[src/rtl/u8u16_pkg.sv]
// Shared types and constants for the UTF-8 to UTF-16 stream decoder.
package u8u16_pkg;

  localparam int unsigned CMD_DEPTH = 2;
  localparam int unsigned CMD_PTR_W = (CMD_DEPTH > 1) ? $clog2(CMD_DEPTH) : 1;
  localparam int unsigned CMD_CNT_W = $clog2(CMD_DEPTH + 1);

  // front-end mode
  localparam logic [1:0] MODE_IDLE    = 2'd0;
  localparam logic [1:0] MODE_COLLECT = 2'd1;
  localparam logic [1:0] MODE_DROP    = 2'd2;

  // result status codes
  localparam logic [1:0] ST_OK    = 2'd0;
  localparam logic [1:0] ST_TRUNC = 2'd1;
  localparam logic [1:0] ST_STRAY = 2'd2;
  localparam logic [1:0] ST_RANGE = 2'd3;

  localparam logic [30:0] MAX_BMP     = 31'h0000_FFFF;
  localparam logic [30:0] MAX_UNICODE = 31'h0010_FFFF;
  localparam logic [20:0] SUPP_BASE   = 21'h1_0000;
  localparam logic [15:0] HI_SURR     = 16'hD800;
  localparam logic [15:0] LO_SURR     = 16'hDC00;

  // work item passed from front to back
  typedef struct packed {
    logic        is_value;  // 1: finished code point, 0: marker/error
    logic [30:0] value;
    logic [1:0]  status;    // marker status
    logic        done;      // marker ends the string
  } cmd_t;

  typedef struct packed {
    logic [15:0] unit;
    logic [1:0]  status;
    logic        done;
    logic        last;
  } res_t;

endpackage

[src/rtl/u8u16_front.sv]
// Front end: takes bytes, tracks sequence state, issues work items.
module u8u16_front (
  input  logic              clk_i,
  input  logic              rst_ni,
  input  logic              accept_i,
  input  logic [7:0]        in_byte_i,
  output logic              cmd_valid_o,
  output u8u16_pkg::cmd_t   cmd_o
);
  import u8u16_pkg::*;

  logic [1:0]  mode_q, mode_d;
  logic [30:0] acc_q, acc_d;
  logic [2:0]  rem_q, rem_d;
  logic        cmd_valid;
  logic [30:0] acc_shift;
  logic [2:0]  rem_dec;

  assign acc_shift = {acc_q[24:0], in_byte_i[5:0]};
  assign rem_dec   = rem_q - 3'd1;

  always_comb begin
    mode_d    = mode_q;
    acc_d     = acc_q;
    rem_d     = rem_q;
    cmd_valid = 1'b0;
    cmd_o     = '{is_value: 1'b0, value: '0, status: ST_OK, done: 1'b0};
    case (mode_q)
      MODE_DROP: begin
        if (in_byte_i == 8'h00) mode_d = MODE_IDLE;
      end
      MODE_COLLECT: begin
        if (in_byte_i == 8'h00) begin
          mode_d       = MODE_IDLE;
          acc_d        = '0;
          rem_d        = '0;
          cmd_valid    = 1'b1;
          cmd_o.status = ST_TRUNC;
          cmd_o.done   = 1'b1;
        end else begin
          acc_d = acc_shift;
          rem_d = rem_dec;
          if (rem_dec == 3'd0) begin
            mode_d         = MODE_IDLE;
            acc_d          = '0;
            cmd_valid      = 1'b1;
            cmd_o.is_value = 1'b1;
            cmd_o.value    = acc_shift;
          end
        end
      end
      default: begin
        mode_d = MODE_IDLE;
        if (in_byte_i == 8'h00) begin
          cmd_valid  = 1'b1;
          cmd_o.done = 1'b1;
        end else if (in_byte_i inside {[8'h01:8'h7F]}) begin
          cmd_valid      = 1'b1;
          cmd_o.is_value = 1'b1;
          cmd_o.value    = {23'd0, in_byte_i};
        end else if (in_byte_i inside {[8'h80:8'hBF]}) begin
          mode_d       = MODE_DROP;
          cmd_valid    = 1'b1;
          cmd_o.status = ST_STRAY;
          cmd_o.done   = 1'b1;
        end else begin
          mode_d = MODE_COLLECT;
          if (in_byte_i >= 8'hFC) begin
            acc_d = {30'd0, in_byte_i[0]};
            rem_d = 3'd5;
          end else if (in_byte_i >= 8'hF8) begin
            acc_d = {29'd0, in_byte_i[1:0]};
            rem_d = 3'd4;
          end else if (in_byte_i >= 8'hF0) begin
            acc_d = {28'd0, in_byte_i[2:0]};
            rem_d = 3'd3;
          end else if (in_byte_i >= 8'hE0) begin
            acc_d = {27'd0, in_byte_i[3:0]};
            rem_d = 3'd2;
          end else begin
            acc_d = {26'd0, in_byte_i[4:0]};
            rem_d = 3'd1;
          end
        end
      end
    endcase
  end

  assign cmd_valid_o = accept_i && cmd_valid;

  always_ff @(posedge clk_i or negedge rst_ni) begin
    if (!rst_ni) begin
      mode_q <= MODE_IDLE;
      acc_q  <= '0;
      rem_q  <= '0;
    end else if (accept_i) begin
      mode_q <= mode_d;
      acc_q  <= acc_d;
      rem_q  <= rem_d;
    end
  end

endmodule

[src/rtl/u8u16_cmd_fifo.sv]
// Short register queue of work items between front and back.
module u8u16_cmd_fifo (
  input  logic              clk_i,
  input  logic              rst_ni,
  input  logic              push_i,
  input  u8u16_pkg::cmd_t   wdata_i,
  input  logic              pop_i,
  output u8u16_pkg::cmd_t   rdata_o,
  output logic              full_o,
  output logic              empty_o
);
  import u8u16_pkg::*;

  cmd_t                 mem_q [CMD_DEPTH];
  logic [CMD_PTR_W-1:0] wr_ptr_q, rd_ptr_q;
  logic [CMD_CNT_W-1:0] cnt_q;
  logic                 do_push, do_pop;

  assign full_o  = (cnt_q == CMD_CNT_W'(CMD_DEPTH));
  assign empty_o = (cnt_q == '0);
  assign do_push = push_i && !full_o;
  assign do_pop  = pop_i && !empty_o;
  assign rdata_o = mem_q[rd_ptr_q];

  always_ff @(posedge clk_i) begin
    if (do_push) mem_q[wr_ptr_q] <= wdata_i;
  end

  always_ff @(posedge clk_i or negedge rst_ni) begin
    if (!rst_ni) begin
      wr_ptr_q <= '0;
      rd_ptr_q <= '0;
      cnt_q    <= '0;
    end else begin
      if (do_push) begin
        wr_ptr_q <= (wr_ptr_q == CMD_PTR_W'(CMD_DEPTH - 1)) ? '0 : wr_ptr_q + 1'b1;
      end
      if (do_pop) begin
        rd_ptr_q <= (rd_ptr_q == CMD_PTR_W'(CMD_DEPTH - 1)) ? '0 : rd_ptr_q + 1'b1;
      end
      if (do_push && !do_pop) cnt_q <= cnt_q + 1'b1;
      else if (do_pop && !do_push) cnt_q <= cnt_q - 1'b1;
    end
  end

endmodule

[src/rtl/u8u16_back.sv]
// Back end: turns work items into UTF-16 results in an output register.
module u8u16_back (
  input  logic              clk_i,
  input  logic              rst_ni,
  input  logic              cmd_avail_i,
  input  u8u16_pkg::cmd_t   cmd_i,
  output logic              cmd_pop_o,
  input  logic              out_pop_i,
  output logic              out_valid_o,
  output u8u16_pkg::res_t   out_o
);
  import u8u16_pkg::*;

  res_t        out_q, out_d;
  logic        out_valid_q;
  logic        pend_q;
  logic [15:0] pend_unit_q, pend_unit_d;
  logic        pend_set;
  logic        out_free;
  logic [20:0] supp;

  assign out_free  = !out_valid_q || out_pop_i;
  assign cmd_pop_o = cmd_avail_i && out_free && !pend_q;
  assign supp      = cmd_i.value[20:0] - SUPP_BASE;

  always_comb begin
    pend_set    = 1'b0;
    pend_unit_d = LO_SURR | {6'd0, supp[9:0]};
    out_d       = '{unit: 16'd0, status: cmd_i.status, done: cmd_i.done, last: 1'b1};
    if (cmd_i.is_value) begin
      out_d.status = ST_OK;
      out_d.done   = 1'b0;
      if (cmd_i.value <= MAX_BMP) begin
        out_d.unit = cmd_i.value[15:0];
      end else if (cmd_i.value <= MAX_UNICODE) begin
        // high surrogate now, low surrogate held for the next slot
        out_d.unit = HI_SURR | {6'd0, supp[19:10]};
        out_d.last = 1'b0;
        pend_set   = 1'b1;
      end else begin
        out_d.status = ST_RANGE;
      end
    end
  end

  always_ff @(posedge clk_i) begin
    if (out_free) begin
      if (pend_q) out_q <= '{unit: pend_unit_q, status: ST_OK, done: 1'b0, last: 1'b1};
      else if (cmd_pop_o) out_q <= out_d;
    end
    if (cmd_pop_o && pend_set) pend_unit_q <= pend_unit_d;
  end

  always_ff @(posedge clk_i or negedge rst_ni) begin
    if (!rst_ni) begin
      out_valid_q <= 1'b0;
      pend_q      <= 1'b0;
    end else if (out_free) begin
      out_valid_q <= pend_q || cmd_avail_i;
      if (pend_q) pend_q <= 1'b0;
      else if (cmd_pop_o) pend_q <= pend_set;
    end
  end

  assign out_valid_o = out_valid_q;
  assign out_o       = out_q;

endmodule

[src/rtl/utf8_to_utf16_stream_decoder.sv]
// UTF-8 byte stream to UTF-16 code unit decoder, top level.
// The first result of a byte passes the work queue and then the output register.
// Throughput: one byte per cycle while full is low; a surrogate pair gives two results,
// and full rises only when the result side falls behind the two-entry work queue.
// A two-entry work queue separates the byte front end from the result back end.
// Reset (async, active low) clears mode, sequence state, queue and output valid.
module utf8_to_utf16_stream_decoder (
  input  logic        clk_i,
  input  logic        rst_ni,
  input  logic        push,
  output logic        full,
  input  logic [7:0]  in_byte_i,
  output logic        empty,
  input  logic        pop,
  output logic [15:0] code_unit_o,
  output logic [1:0]  status_o,
  output logic        string_done_o,
  output logic        last_o
);
  import u8u16_pkg::*;

  cmd_t cmd_in, cmd_out;
  logic cmd_push, cmd_pop, cmd_full, cmd_empty;
  logic accept;
  logic out_valid;
  res_t res;

  assign full   = cmd_full;
  assign accept = push && !cmd_full;

  u8u16_front u_front (
    .clk_i       (clk_i),
    .rst_ni      (rst_ni),
    .accept_i    (accept),
    .in_byte_i   (in_byte_i),
    .cmd_valid_o (cmd_push),
    .cmd_o       (cmd_in)
  );

  u8u16_cmd_fifo u_fifo (
    .clk_i   (clk_i),
    .rst_ni  (rst_ni),
    .push_i  (cmd_push),
    .wdata_i (cmd_in),
    .pop_i   (cmd_pop),
    .rdata_o (cmd_out),
    .full_o  (cmd_full),
    .empty_o (cmd_empty)
  );

  u8u16_back u_back (
    .clk_i       (clk_i),
    .rst_ni      (rst_ni),
    .cmd_avail_i (!cmd_empty),
    .cmd_i       (cmd_out),
    .cmd_pop_o   (cmd_pop),
    .out_pop_i   (pop),
    .out_valid_o (out_valid),
    .out_o       (res)
  );

  assign empty         = !out_valid;
  assign code_unit_o   = res.unit;
  assign status_o      = res.status;
  assign string_done_o = res.done;
  assign last_o        = res.last;

endmodule
[config.mk]
export PLATFORM = sky130hd
export DESIGN_NAME = utf8_to_utf16_stream_decoder
export DESIGN_NICKNAME = d
export VERILOG_FILES = /design/src/rtl/u8u16_pkg.sv /design/src/rtl/u8u16_front.sv /design/src/rtl/u8u16_cmd_fifo.sv /design/src/rtl/u8u16_back.sv /design/src/rtl/utf8_to_utf16_stream_decoder.sv
export SDC_FILE = /design/constraint.sdc
export NUM_CORES = 1
export LEC_CHECK = 0
export ABC_AREA = 1
export BUFFER_PORTS_ARGS = -buffer_cell sky130_fd_sc_hd__buf_2
export CELL_PAD_IN_SITES_DETAIL_PLACEMENT = 1
export CELL_PAD_IN_SITES_GLOBAL_PLACEMENT = 1
export CORE_MARGIN = 2
export CORE_UTILIZATION = 42
export DETAILED_ROUTE_END_ITERATION = 16
export GPL_TIMING_DRIVEN = 0
export PLACE_DENSITY_LB_ADDON = 0.1
export SLEW_MARGIN = 20
export SYNTH_ARGS = -nofsm -noshare
export SYNTH_HDL_FRONTEND = slang
export SYNTH_SLANG_ARGS = --single-unit
[constraint.sdc]
create_clock -name clk_i -period 4.83 [get_ports clk_i]
set_clock_uncertainty 0.05 [all_clocks]
set_input_delay 0.2415 -clock clk_i [delete_from_list [all_inputs] [get_ports clk_i]]
set_output_delay 0.2415 -clock clk_i [all_outputs]
set_load 0.01 [all_outputs]
==> flow_summary.json, run 1 <==
{
  "avgRoutedWirePerCell_microns": 17.3,
  "portBuffers": 33,
  "required_ps": 4820,
  "slew_headroom": 0.330,
  "grt_pass1_wl_microns": 25600,
  "dp.cells": 881,
  "vias": 4632,
  "period_minus_slack_ps": 3050,
  "core_area_sq_um": 14600,
  "clock_sinks": 136,
  "cts_buffers": 17,
  "crit_type": "flop to flop",
  "tritoncts": "yes",
  "initial_core_util": 0.431,
  "p_leak_nw": 3.18,
  "synthArstFlopShare": 0.265,
  "grt_remaining_overflow": 0,
  "synth_top_area_frac": 0.478,
  "ys.flop_type": "edfxtp_1",
  "post-cts-setup-buffers": 0,
  "top_usage_layer": "met2",
  "setup_slack_ps": 1780,
  "hold_viol": 0,
  "antenna_found_initial": 0,
  "rows": 44,
  "ys_warn_count": 0,
  "fmax_mhz": 328,
  "antenna_cells": 0,
  "whs_ps": 44.5,
  "grt_pass1_vias": 4966,
  "use_met1": 0.264,
  "ys_ff_latch": 136,
  "drc_errors": 0,
  "syn-num-nets": 679,
  "use_met3": 0.0388,
  "tightest_slew_ps": 1000,
  "fin_nets": 735,
  "fp.dieH_microns": 126,
  "rsz0062_at_grt": "false",
  "powerDensity_nw_per_um2": 601,
  "vdd_drop_max_mv": 0.255,
  "fillers": 1660,
  "die_w_microns": 126,
  "met2_usage": 0.362,
  "post-route-util": 0.504,
  "clk_pin_slew_ps": 60,
  "track_usage": 0.210,
  "drv_slew": 0,
  "clock_latency_ps": 420,
  "h-tree-depth": 4,
  "place_congestion": 0.859,
  "wirelength_microns": 15800,
  "yosysMostFrequentCell": "nand2_1",
  "synth_cell_type_count": 36,
  "netlist_instances": 661,
  "end_kind": "flop",
  "final_area_sq_um": 7360,
  "drtAntennaViolNets": 0,
  "ff_latch_area_sq_um": 3900,
  "dp_hpwl_microns": 11900,
  "yosysSeqAreaShare": 0.621,
  "avgSynthCellArea_sq_um": 9.51,
  "hold_class": "input pin to flop",
  "finalNonFillerCells": 914,
  "synth.area.top_cells": "edfxtp_1, dfrtp_1, nand2_1",
  "synth_edf_count": 100,
  "power.total_mw": 4.42,
  "die_area_sq_um": 16000,
  "viasPerCell": 5.07,
  "grt_max_degree": 37,
  "status": "complete, no violations",
  "cp.arrival_ps": 3040,
  "root_buffer": "clkbuf_16",
  "pre_cts_ws_ps": 1780,
  "drtIter0Drc": 237,
  "finalCritPeriodShare": 0.631,
  "synthTopCellsByCount": "nand2_1, edfxtp_1, inv_1",
  "cp-start-kind": "flop",
  "clock_path_buffers": 2,
  "drive_gt1_frac": 0.144,
  "syn_to_final_growth_pct": 17.1,
  "boundaryPins": 34,
  "setup_violations": 0,
  "setup_tns_ps": 0,
  "syn_area_sq_um": 6280,
  "synth_top_area_cell": "edfxtp_1",
  "dr.pass1.iters": 4,
  "multi_input_comb_area_sq_um": 1880,
  "cap_viol_max_count": 0,
  "placed_cell_area_sq_um": 6750,
  "critPathMaxFanout": 10
}
-- registers in the layout, indices dropped and copies added, names as in the netlist --
register and flops:
u_back.out_o 20, u_back.out_valid_o 1, u_fifo.cnt_q 2, u_back.pend_q 1
u_back.pend_unit_q 10, u_fifo.wr_ptr_q 1, u_front.rem_q 3, u_front.acc_q 25
u_fifo.mem_q 70, u_fifo.rd_ptr_q 1, u_front.mode_q 2
-- report_power, final --
group	leakage, nW	switching (mW)	internal (mW)
sequential	1.42	0.101	1.60
combinational	1.48	0.987	0.417
clock	0.277	0.508	0.811
-- layer usage --
metal / up-vias / wire, microns
met5: - / 0
met4: 0 / 361
met3: 29 / 430
met2: 68 / 7890
met1: 2277 / 7110
li1: 2258 / -
-- final cells by class --
class | instances | area share
Buffer | 21 | 0.0177
Clock buffer | 17 | 0.0578
Clock inverter | 15 | 0.0238
Inverter | 104 | 0.0534
Multi-Input combinational cell | 400 | 0.255
Sequential cell | 136 | 0.530
Tap cell | 184 | 0.0313
Timing Repair Buffer | 37 | 0.0308
-- cell families (layout without fill, tap and decap cells) --
group | after synthesis | after routing | synth area share
xor gates and xnor gates | 7 | 7 | 0.00976
and+or+nand+nor | 319 | 319 | 0.212
DFF | 136 | 136 | 0.621
AOI/OAI and AO/OA | 67 | 67 | 0.0597
adders and majority gates | 6 | 6 | 0.0119
buffers and inverters | 125 | 194 | 0.0832
muxes | 1 | 1 | 0.00159
-- worst paths after layout --
check                                 start               endpoint  slack, ps  depth (start not counted)
max                         u_fifo.rd_ptr_q  u_back.pend_unit_q[1]       1780                         11
min                            in_byte_i[1]       u_front.acc_q[1]         40                          3
max reg2reg                 u_fifo.rd_ptr_q  u_back.pend_unit_q[1]       1780                         11
min reg2reg                u_front.acc_q[1]       u_front.acc_q[7]        470                          2
max in group asynchronous            rst_ni      u_front.acc_q[19]       3750                          2
min in group asynchronous            rst_ni      u_front.mode_q[0]        420                          2
-- placed cells by master (no fill, tap or decap), drive strengths merged --
cell	count
nand2	159
inv	106
edfxtp	100
nor2	93
o21ai	54
buf	49
nand3	45
dfrtp	36
clkbuf	25
nand4	12
ha	6
nor3	5
clkinvlp	5
clkinv	5
a21oi	5
xor2	4
o22ai	4
xnor2	3
bufinv	3
a31oi	2
and2	2
or2	2
and3	1
mux2i	1
o211ai	1
o221ai	1
dlygate4sd3	1
-- worst max-delay path, cell delays in order (launching register included) --
cell	delay [ps]
dfrtp_1	370
buf_6	130
buf_6	150
o21ai_2	220
ha_1	220
nand3_1	90
nor2_1	140
and3_1	160
nand2_1	50
nand2_1	200
nand2_1	120
nor2_1	770
-- timing repair --
item | in CTS | in global routing
hold buffers | 1 | 0
hold endpoints to repair | 36 | 0
resized for setup | 0 | 0
No activity file was read; power rests on OpenSTA's default activity.
==> run 2: changes to the inputs <==
==> constraint.sdc (replaced) <==
create_clock -name clk_i -period 2.6 [get_ports clk_i]
set_clock_uncertainty 0.05 [all_clocks]
set_input_delay 0.13 -clock clk_i [delete_from_list [all_inputs] [get_ports clk_i]]
set_output_delay 0.13 -clock clk_i [all_outputs]
set_load 0.01 [all_outputs]
==> flow_summary.json, run 2 (synthesis results as in run 1) <==
{
  "grt_pass1_vias": 4956,
  "tightest_slew_ps": 873,
  "period_minus_slack_ps": 2430,
  "fin_nets": 743,
  "cap_viol_max_count": 0,
  "final_cell_mix": "nand2_1, edfxtp_1, inv_1, nor2_1, nand3_1",
  "grt_remaining_overflow": 0,
  "die_area_sq_um": 16000,
  "antenna_found_initial": 0,
  "clk_pin_slew_ps": 60,
  "dp_hpwl_microns": 11900,
  "setup_violations": 0,
  "hold_viol": 0,
  "drv_slew": 0,
  "clock_path_buffers": 2,
  "slew_headroom": 0.418,
  "grt_max_degree": 37,
  "multi_input_comb_area_sq_um": 1920,
  "cp.arrival_ps": 2520,
  "end_kind": "flop",
  "antenna_cells": 0,
  "critPathMaxFanout": 10,
  "status": "complete, no violations",
  "fmax_mhz": 412,
  "vdd_drop_max_mv": 0.473,
  "core_area_sq_um": 14600,
  "grt_pass1_wl_microns": 25500,
  "final_common_cell": "nand2_1",
  "pre_cts_ws_ps": -454,
  "portBuffers": 33,
  "fp.dieH_microns": 126,
  "dr.pass1.iters": 5,
  "post-route-util": 0.513,
  "track_usage": 0.210,
  "initial_core_util": 0.431,
  "rsz0062_at_grt": "false",
  "place_congestion": 0.859,
  "hold_class": "input pin to flop",
  "clock_latency_ps": 420,
  "vias": 4683,
  "cts_buffers": 17,
  "drtAntennaViolNets": 0,
  "root_buffer": "clkbuf_16",
  "boundaryPins": 34,
  "wirelength_microns": 15800,
  "clock_sinks": 136,
  "syn_to_final_growth_pct": 19.2,
  "cp-start-kind": "flop",
  "avgRoutedWirePerCell_microns": 17.1,
  "finalCritPeriodShare": 0.934,
  "drtIter0Drc": 236,
  "regMostFlops": "u_fifo.mem_q",
  "setup_slack_ps": 171,
  "viasPerCell": 5.08,
  "tritoncts": "yes",
  "powerDensity_nw_per_um2": 1100,
  "crit_type": "flop to flop",
  "h-tree-depth": 4,
  "fillers": 1659,
  "drc_errors": 0,
  "largest_reg_flops": 70,
  "rows": 44,
  "drive_gt1_frac": 0.160,
  "die_w_microns": 126,
  "ff_latch_area_sq_um": 3900,
  "p_leak_nw": 3.23,
  "required_ps": 2690
}
==> run 2: critical path, stage by stage, from the launching register on <==
cell and delay [ps]:
dfrtp_1 370, buf_6 130, inv_4 70, buf_6 140
nand2_1 60, nand2_1 150, nand2_1 70, nor2_1 130
nand2_1 70, nor2_2 150, nand3_2 170, nand2_4 150
nand2_1 120, nor2_4 140, buf_12 140
==> run 2: layout make-up <==
cell class | instances | share of cell area
Multi-Input combinational cell | 400 | 0.256
Clock inverter | 15 | 0.0234
Buffer | 21 | 0.0177
Tap cell | 184 | 0.0307
Timing Repair Buffer | 45 | 0.0416
Sequential cell | 136 | 0.521
Inverter | 104 | 0.0525
Clock buffer | 17 | 0.0568
==> run 2: routing by layer <==
metal | vias up | part of all wire | GRT usage
li1 | 2277 | - | -
met1 | 2298 | 0.45 | 0.264
met2 | 83 | 0.50 | 0.361
met3 | 25 | 0.029 | 0.0384
met4 | 0 | 0.023 | 0.0808
met5 | - | 0 | 0
==> run 2: worst paths after layout <==
kind,to,slack [ps],cells past startpoint,start
worst max-delay path,u_back.pend_unit_q[1],170,14,u_fifo.rd_ptr_q
worst min-delay path,u_front.acc_q[2],30,3,in_byte_i[2]
worst max register to register,u_back.pend_unit_q[1],170,14,u_fifo.rd_ptr_q
worst min register to register,u_front.acc_q[23],470,2,u_front.acc_q[23]
max in group asynchronous,u_front.acc_q[14],1640,2,rst_ni
min in group asynchronous,u_front.mode_q[0],300,2,rst_ni
==> run 2: stage by stage <==
stage               hold WS, ps  area (sq um)  setup TNS, ps  std cells  total power, mW
floorplan                  -216          6280         -34670        661             4.88
global placement            232          6680        -108860        878             5.63
detailed placement          244          6750          -4570        881             5.82
CTS                       0.558          7440              0        920             8.30
global route               34.0          7490              0        922             8.73
finish                     30.0          7490              0        922             8.25
==> run 2: where the power goes <==
group	switching (mW)	leakage (nW)	total (mW)	internal, mW
Sequential	0.190	1.42	3.16	2.96
Clock	0.942	0.277	2.45	1.51
Combinational	1.86	1.53	2.65	0.793
Total	2.99	3.23	8.25	5.26
==> run 2: repair_timing <==
item,in CTS,in global routing
endpoints found under the setup margin,11,42
resized for setup,3,13
pin swaps,1,1
setup buffers,1,2
hold buffers,6,0
hold endpoints to repair,42,0
==> run 3: changes to the inputs <==
==> constraint.sdc (replaced) <==
create_clock -name clk_i -period 2.6 [get_ports clk_i]
set_clock_uncertainty 0.05 [all_clocks]
set_input_delay 0.39 -clock clk_i [delete_from_list [all_inputs] [get_ports clk_i]]
set_output_delay 0.39 -clock clk_i [all_outputs]
set_load 0.01 [all_outputs]
==> flow_summary.json, run 3 (synthesis results as in run 1) <==
{
  "status": "complete, no violations",
  "setup_violations": 0,
  "hold_class": "input pin to asynchronous set/reset pin",
  "cp-start-kind": "flop",
  "place_congestion": 0.859,
  "cp_slowest_cell": "dfrtp_1",
  "antenna_cells": 0,
  "tritoncts": "yes",
  "required_ps": 2680,
  "portBuffers": 33,
  "pre_cts_ws_ps": -454,
  "die_area_sq_um": 16000,
  "setup_tns_ps": 0,
  "drive_gt1_frac": 0.161,
  "cp.arrival_ps": 2510,
  "crit_buf_inv": 4,
  "vias": 4670,
  "period_minus_slack_ps": 2430,
  "max_stage_delay_ps": 370,
  "wirelength_microns": 15700,
  "highest_layer": "met4",
  "slew_headroom": 0.419,
  "fmax_mhz": 412,
  "drc_errors": 0,
  "fillers": 1657,
  "drtAntennaViolNets": 0,
  "critical_path.top_delay_family": "simple AND/OR/NAND/NOR gates",
  "grt_pass1_wl_microns": 25500,
  "final_cell_mix": "nand2_1, edfxtp_1, inv_1, nor2_1, nand3_1",
  "final_area_sq_um": 7430,
  "clock_path_buffers": 2,
  "power.total_mw": 8.24,
  "largest_reg_flops": 70,
  "fin_nets": 737,
  "timing.critical_path.mode_cell": "nand2_1",
  "vdd_drop_max_mv": 0.469,
  "ff_latch_area_sq_um": 3900,
  "track_usage": 0.210,
  "dp_hpwl_microns": 11900,
  "powerDensity_nw_per_um2": 1110,
  "hold_viol": 0,
  "initial_core_util": 0.431,
  "whs_ps": 33.8,
  "ctsHoldBuffers": 0,
  "grt_remaining_overflow": 0,
  "grt_pass1_vias": 4950,
  "cts_buffers": 17,
  "die_w_microns": 126,
  "m1WireLength_microns": 7040,
  "root_buffer": "clkbuf_16",
  "h-tree-depth": 4,
  "clock_sinks": 136,
  "cap_viol_max_count": 0,
  "met2_length_microns": 7920,
  "critPathMaxFanout": 10,
  "p_leak_nw": 3.20,
  "regMostFlops": "u_fifo.mem_q",
  "antenna_found_initial": 0,
  "crit_type": "flop to flop",
  "syn_to_final_growth_pct": 18.2,
  "path_cells": "buf_6 > inv_4 > buf_6 > nand2_1 > nand2_1 > nand2_1 > nor2_1 > nand2_1 > nor2_2 > nand3_2 > nand2_4 > nand2_1 > nor2_4 > buf_12",
  "tightest_slew_ps": 871,
  "fp.dieH_microns": 126,
  "finalNonFillerCells": 916,
  "boundaryPins": 34,
  "drtIter0Drc": 215,
  "grt_max_degree": 37,
  "core_area_sq_um": 14600,
  "clock_latency_ps": 420,
  "avgRoutedWirePerCell_microns": 17.2,
  "placed_cell_area_sq_um": 6750,
  "route.met3.wl_microns": 463,
  "clk_pin_slew_ps": 60,
  "end_kind": "flop",
  "rsz0062_at_grt": "false",
  "drv_slew": 0,
  "finalCritPeriodShare": 0.933,
  "setup_slack_ps": 173,
  "final_common_cell": "nand2_1",
  "dp.cells": 881,
  "viasPerCell": 5.10,
  "multi_input_comb_area_sq_um": 1920,
  "post-route-util": 0.509,
  "dr.pass1.iters": 4,
  "rows": 44
}
## run 3: cell count changes in the layout (fill, tap and decap cells not counted), sizes merged
cell,previous run,this run
dlygate4sd3,6,0
## run 3: timing repair
| item | CTS | global route |
|---|---|---|
| buffers inserted | 1 | 2 |
| setup endpoints to repair | 11 | 42 |
| pin swaps | 1 | 1 |
| resized for setup | 3 | 13 |
## run 3: report_power, final
part | internal [mW] | switching (mW)
combinational | 0.787 | 1.85
clock | 1.51 | 0.942
sequential | 2.96 | 0.189
total | 5.26 | 2.99
## run 3: final timing paths
path | startpoint | cells past startpoint | slack (ps) | to
min | rst_ni | 1 | 30 | u_front.mode_q[0]
max | u_fifo.rd_ptr_q | 14 | 170 | u_back.pend_unit_q[1]
min reg2reg | u_front.acc_q[16] | 2 | 470 | u_front.acc_q[22]
max reg2reg | u_fifo.rd_ptr_q | 14 | 170 | u_back.pend_unit_q[1]
min in group clk_i | in_byte_i[1] | 3 | 200 | u_front.acc_q[1]
max in group asynchronous | rst_ni | 1 | 1910 | u_front.acc_q[14]
## run 3: layout make-up
type / instances / share of cell area
tap: 184 / 0.0310
buffer: 21 / 0.0179
clock buffer: 17 / 0.0573
inverter: 104 / 0.0529
sequential: 136 / 0.525
timing repair buffer: 39 / 0.0338
multi-input combinational: 400 / 0.258
clock inverter: 15 / 0.0236
## run 3: per-layer routing
metal / global-route usage / vias up
li1: - / 2268
met1: 0.264 / 2303
met2: 0.360 / 75
met3: 0.0388 / 24
met4: 0.0834 / 0
met5: 0 / -
